[src/rmsmip_pkg.sv]
// Shared constants and types for the RMS 2x2 mipmap downsampler.
package rmsmip_pkg;

    localparam int DEF_MAX_WIDTH  = 2048;
    localparam int DEF_MAX_HEIGHT = 4096;

    localparam int CFG_WIDTH_W  = 12;
    localparam int CFG_HEIGHT_W = 13;
    localparam int CFG_DATA_W   = 13;

    localparam int BYTE_W  = 8;
    localparam int SQ_W    = 16;
    localparam int CH_W    = 17;
    localparam int QUAD_W  = 18;
    localparam int STORE_W = 3 * CH_W;
    localparam int NUM_CH  = 3;

    localparam logic [BYTE_W-1:0] ALPHA_OPAQUE = 8'hFF;

    localparam logic REG_SRC_WIDTH  = 1'b0;
    localparam logic REG_SRC_HEIGHT = 1'b1;

    typedef logic [CH_W-1:0]   t_ch_sum;
    typedef logic [SQ_W-1:0]   t_mean;
    typedef logic [BYTE_W-1:0] t_byte;

endpackage

[src/rmsmip_sq_unit.sv]
// Shared 8x8 squaring multiplier with a less-or-equal compare against a limit.
module rmsmip_sq_unit import rmsmip_pkg::*; (
    input  t_byte             i_operand,
    input  t_mean             i_limit,
    output logic [SQ_W-1:0]   o_product,
    output logic              o_le
);

    assign o_product = SQ_W'(i_operand) * SQ_W'(i_operand);
    assign o_le      = (o_product <= i_limit);

endmodule

[config.mk]
export PLATFORM = sky130hd
export DESIGN_NAME = rmsmip_sq_unit
export DESIGN_NICKNAME = d
export VERILOG_FILES = /design/src/rmsmip_pkg.sv /design/src/rmsmip_sq_unit.sv
export SDC_FILE = /design/constraint.sdc
export NUM_CORES = 1
export LEC_CHECK = 0
export BUFFER_PORTS_ARGS = -buffer_cell sky130_fd_sc_hd__buf_4
export CAP_MARGIN = 20
export CORE_ASPECT_RATIO = 0.6
export CORE_MARGIN = 4
export CORE_UTILIZATION = 50
export DETAILED_ROUTE_END_ITERATION = 10
export PLACE_DENSITY_LB_ADDON = 0.12
export SYNTH_ARGS = -nofsm -noshare
export SYNTH_HDL_FRONTEND = slang
export SYNTH_SLANG_ARGS = --single-unit
export TNS_END_PERCENT = 30
[constraint.sdc]
create_clock -name vclk -period 6.1
set_input_delay 0.915 -clock vclk [all_inputs]
set_output_delay 0.915 -clock vclk [all_outputs]
set_load 0.005 [all_outputs]
==> impl_metrics.ini, run 1 <==
[outcome]
status = finished, violations left
violations = negative setup slack

[placed_design]
place_area_um2 = 2930
hpwl_mm = 4.61
gp_congestion = 0.803
preCtsSetupSlack_ps = -690
io_buffer_count = 40

[detailed_routing]
drt-vias-per-instance = 4.97
ant_nets = 0
wl_per_cell_um = 13.4
drc = 0
drtPass1Iterations = 4
totalWireLength_mm = 5.62
drt_iter0_markers = 40
dr_total_vias = 2087

[setup_path]
worstPathCellList = buf_4, and2_4, fa_1, xor2_1, xnor2_1, fa_1, inv_2, fa_1, inv_2, ha_4, and2_4, a221oi_4, a21oi_4, o41ai_4, xnor2_2, ha_1, nand4_1, or2_4, a31oi_1, or4_1, o41ai_2, buf_4
slowest_delay_ps = 560
worstPathRequired_ps = 5180
worstPathMaxFanout = 5
crit_arrival_ps = 5770
crit_path_start_kind = input port
worst-setup-path-type = input port to primary output
endpoint_kind = primary output
cpMostUsedCell = fa_1
cp_slowest_cell = fa_1

[timing]
slew_violations = 0
finalSetupViolations = 2
fin_crit_sh = 1.10
timing.setup.tns_ps = -662
final_hold_viol_count = 0
fin_ws_ps = -581
fmax_mhz = 150
finalCriticalPeriod_ps = 6680
rsz0062_at_grt = true

[final_layout]
final_net_count = 456
regArea_um2 = 0
n_fill_cell = 321
fin_area_um2 = 3160
multi_input_area_um2 = 2080
seq_cells = 0
syn_to_final_growth_pct = 47.4
clockBufferCount = 0
drive_gt1_frac = 0.389
num_antenna_cells = 0

[global_route]
first_global_vias = 2049
grtUsageTotal = 0.211
grt_max_degree = 9
grt_pass1_wl_mm = 9.32
overflow = 0
antenna_found_initial = 0

[yosys]
ys_seq_area_frac = 0
netlist_instances = 262
synth_commonest_cells = inv_1 (62), ha_1 (45), fa_1 (25)
synthTopCellsByArea = ha_1 (26%), fa_1 (23%), inv_1 (11%)
yosysUniqueCellTypes = 40
yosysMostFrequentCell = inv_1
netlist_area_um2 = 2140
avgSynthCellArea_um2 = 8.18
yosysTopAreaCell = ha_1
syn_nets = 356
post-synth-top-area-fraction = 0.263
ys.warnings.count = 0

[power]
finalPower_mw = 1.30
seq_power_share = 0
p_per_area_nw_per_um2 = 413
netSwitchingPower_mw = 0.576
peakVddDrop_uv = 479
netSwitchingFraction = 0.442
power_leakage_nw = 1.73
internal-power_mw = 0.728
p_clk_frac = 0
pwr-share-comb = 1.000

[flow_run]
drv_cap = 0

[hold_path]
min_path_type = input port to primary output

[cts]
hold_buffers = 0

[floorplanning]
die_h_um = 58.7
die-area_um2 = 5430
initial_core_util = 0.520
ios = 41
die_w_um = 92.5
num_rows = 18
coreArea_um2 = 4120
worst paths after layout:
path / from / to / slack, ps / depth (start not counted)
worst max-delay path: i_operand[1] / o_le / -580 / 22
worst min-delay path: i_operand[0] / o_product[0] / 2200 / 3
placed cells by master, fill, tap and decap left out, types with 2 or more instances in the layout:
| cell | n |
|---|---|
| nand4_1 | 3 |
| nor2_1 | 10 |
| nor3_1 | 4 |
| fa_2 | 2 |
| xnor2_1 | 7 |
| inv_4 | 2 |
| a211oi_2 | 2 |
| nand2_2 | 2 |
| and2_1 | 16 |
| nor2b_1 | 3 |
| mux2i_1 | 3 |
| xor2_1 | 3 |
| o211ai_1 | 3 |
| a21oi_1 | 9 |
| nand3_1 | 7 |
| and3_1 | 2 |
| nand2_1 | 6 |
| fa_1 | 23 |
| buf_4 | 102 |
| and2_4 | 6 |
| nand2b_1 | 3 |
| a21o_1 | 7 |
| ha_4 | 4 |
| inv_1 | 57 |
| ha_1 | 40 |
| nand4b_1 | 2 |
| xnor2_2 | 3 |
| inv_2 | 3 |
| or2_4 | 2 |
| a21oi_2 | 3 |
power by group through the flow:
stage / Clock (mW) / Sequential, mW / Combinational, mW
2_1_floorplan: 0 / 0 / 0.582
3_3_place_gp: 0 / 0 / 1.09
3_5_place_dp: 0 / 0 / 1.10
4_1_cts: 0 / 0 / 1.21
5_1_grt: 0 / 0 / 1.43
6_report: 0 / 0 / 1.30
metal layers:
metal,global-route usage,up-vias,wire (µm)
li1,-,1057,-
met1,0.327,987,2880
met2,0.349,38,2590
met3,0,5,105
met4,0.0169,0,36
met5,0,-,0
area by class of cell:
class | count | area share
multi-input cells | 196 | 0.658
repair buffers | 102 | 0.242
inverters | 62 | 0.0753
well taps | 60 | 0.0238
logic make-up after synthesis:
family / Yosys count / synth area share
buf+inv: 66 / 0.120
compound gates: 38 / 0.128
fa+ha+maj: 70 / 0.496
other cells: 1 / 0.00175
xor+xnor: 14 / 0.0572
simple gates: 70 / 0.183
mux: 3 / 0.0140
critical path: cells and delay by family:
| kind | cells | cell delay, ps |
|---|---|---|
| buf+inv | 4 | 380 |
| compound gates | 5 | 890 |
| fa+ha+maj | 5 | 2090 |
| simple gates | 5 | 1000 |
| xor+xnor | 3 | 490 |
per-stage QoR:
step / utilization / std cells / hold slack (ps)
final: 0.766 / 420 / 2200
after global routing: 0.766 / 420 / 2210
after CTS: 0.746 / 419 / 2200
after detailed placement: 0.710 / 408 / 2190
after global placement: 0.710 / 408 / 2190
after floorplan: - / 262 / 1870
what timing repair did:
item                                    4_1_cts  5_1_grt
resized for setup                            16       13
endpoints found under the setup margin        1        2
buffers inserted                             11        1
pin swaps                                    25       10
Power figures use the tool's default switching activity.
==> run 2, diff against run 1 <==
--- a/config.mk
+++ b/config.mk
@@ -7,9 +7,11 @@
 export LEC_CHECK = 0
 export BUFFER_PORTS_ARGS = -buffer_cell sky130_fd_sc_hd__buf_4
 export CAP_MARGIN = 20
+export CELL_PAD_IN_SITES_DETAIL_PLACEMENT = 0
+export CELL_PAD_IN_SITES_GLOBAL_PLACEMENT = 1
 export CORE_ASPECT_RATIO = 0.6
 export CORE_MARGIN = 4
-export CORE_UTILIZATION = 50
+export CORE_UTILIZATION = 40
 export DETAILED_ROUTE_END_ITERATION = 10
 export PLACE_DENSITY_LB_ADDON = 0.12
 export SYNTH_ARGS = -nofsm -noshare
==> constraint.sdc (replaced) <==
create_clock -name vclk -period 5.6
set_input_delay 0.84 -clock vclk [all_inputs]
set_output_delay 0.84 -clock vclk [all_outputs]
set_load 0.005 [all_outputs]
==> run 2 against run 1 <==
Highest routed layer unchanged. Non-clock buffer count did not move. Cell area fell by 0.48%. Die area rose by 22%. Combinational power barely moved. Worst setup slack got worse by 420 ps. Power fell by 2.0%. The flow still finishes with violations (negative setup slack). Clock-buffer cell count did not move.
==> impl_metrics.ini, run 2 (synthesis results as in run 1) <==
[placed_design]
gp_congestion = 0.854
place_area_um2 = 2990
io_buffer_count = 40
preCtsSetupSlack_ps = -1080
hpwl_mm = 4.90
place_inst = 422

[floorplanning]
num_rows = 20
die_w_um = 102
initial_core_util = 0.418
coreArea_um2 = 5130
die-area_um2 = 6630
ios = 41
die_h_um = 64.7

[final_layout]
fin_area_um2 = 3140
stdcell_count = 426
regArea_um2 = 0
drive_gt1_frac = 0.367
clockBufferCount = 0
final_net_count = 456
seq_cells = 0
final_cell_mix = buf_4 (94), inv_1 (59), ha_1 (42)
layout_commonest_cell = buf_4
syn_to_final_growth_pct = 46.7
num_antenna_cells = 0
final_core_util = 0.613

[global_route]
antenna_found_initial = 0
grt_max_degree = 9
grt_pass1_wl_mm = 9.41
overflow = 0
grtUsageTotal = 0.172
first_global_vias = 2115

[power]
peakVddDrop_uv = 422
power_leakage_nw = 1.72
finalPower_mw = 1.28
p_per_area_nw_per_um2 = 407

[timing]
finalSetupViolations = 3
slew_violations = 0
timing.setup.tns_ps = -1110
final_hold_viol_count = 0
finalCriticalPeriod_ps = 6600
whs_ps = 2030
fin_crit_sh = 1.18
fmax_mhz = 152
rsz0062_at_grt = true
fin_ws_ps = -999

[setup_path]
worstPathRequired_ps = 4760
critPathTopFamily = adder cells
worstPathMaxFanout = 5
worst-setup-path-type = input port to primary output
cp_slowest_cell = fa_1
crit_arrival_ps = 5760
worstPathCellList = buf_8, and2_4, fa_1, fa_1, inv_1, fa_1, fa_1, inv_2, ha_4, o211ai_1, a21o_1, and2_4, o2111a_1, a211oi_2, ha_1, a21o_1, a21oi_1, nor2b_1, or4_4, o41ai_2, buf_4
endpoint_kind = primary output
critPathBufInv = 4
slowest_delay_ps = 560
crit_path_start_kind = input port
cpMostUsedCell = fa_1

[hold_path]
hold_depth = 3
holdPathEnd = o_product[0]
worstHoldStart = i_operand[0]
min_path_type = input port to primary output

[detailed_routing]
wl_per_cell_um = 12.9
drc = 0
totalWireLength_mm = 5.49
drt-vias-per-instance = 4.67
drtPass1Iterations = 4
ant_nets = 0
drt_iter0_markers = 51
dr_total_vias = 1988

[flow_run]
drv_cap = 0

[cts]
hold_buffers = 0

[outcome]
status = finished, violations left
violations = negative setup slack
-- run 2: worst max-delay path by stage --
stage	startpoint	depth (start not counted)	slack, ps	endpoint
floorplan	i_operand[2]	19	-510	o_le
global placement	i_operand[2]	19	-1020	o_le
detailed placement	i_operand[2]	21	-1080	o_le
CTS	i_operand[2]	20	-1060	o_le
global route	i_operand[2]	21	-1200	o_le
finish	i_operand[2]	21	-1000	o_le
-- run 2: power breakdown --
part | total, mW | switching, mW | internal, mW
clock network | 0 | 0 | 0
registers | 0 | 0 | 0
logic | 1.28 | 0.578 | 0.700
total | 1.28 | 0.578 | 0.700
-- run 2: timing repair --
item | CTS | global route
endpoints found under the hold margin | 0 | 0
endpoints found under the setup margin | 4 | 7
pin swaps | 2 | 18
resized for setup | 2 | 26
setup buffers | 0 | 4
-- run 2: final cells by class --
class / instances / area, µm²
timing repair buffer: 102 / 800
fill: 457 / 1990
tap: 66 / 82.6
multi-input combinational: 196 / 2020
inverter: 62 / 238
-- run 2: metal layers --
metal | GRT usage | wire length (µm) | vias up
met2 | 0.264 | 2150 | 51
met4 | 0.00818 | 18 | 0
met1 | 0.273 | 3030 | 882
met3 | 0.0118 | 283 | 4
met5 | 0 | 0 | -
li1 | - | - | 1051
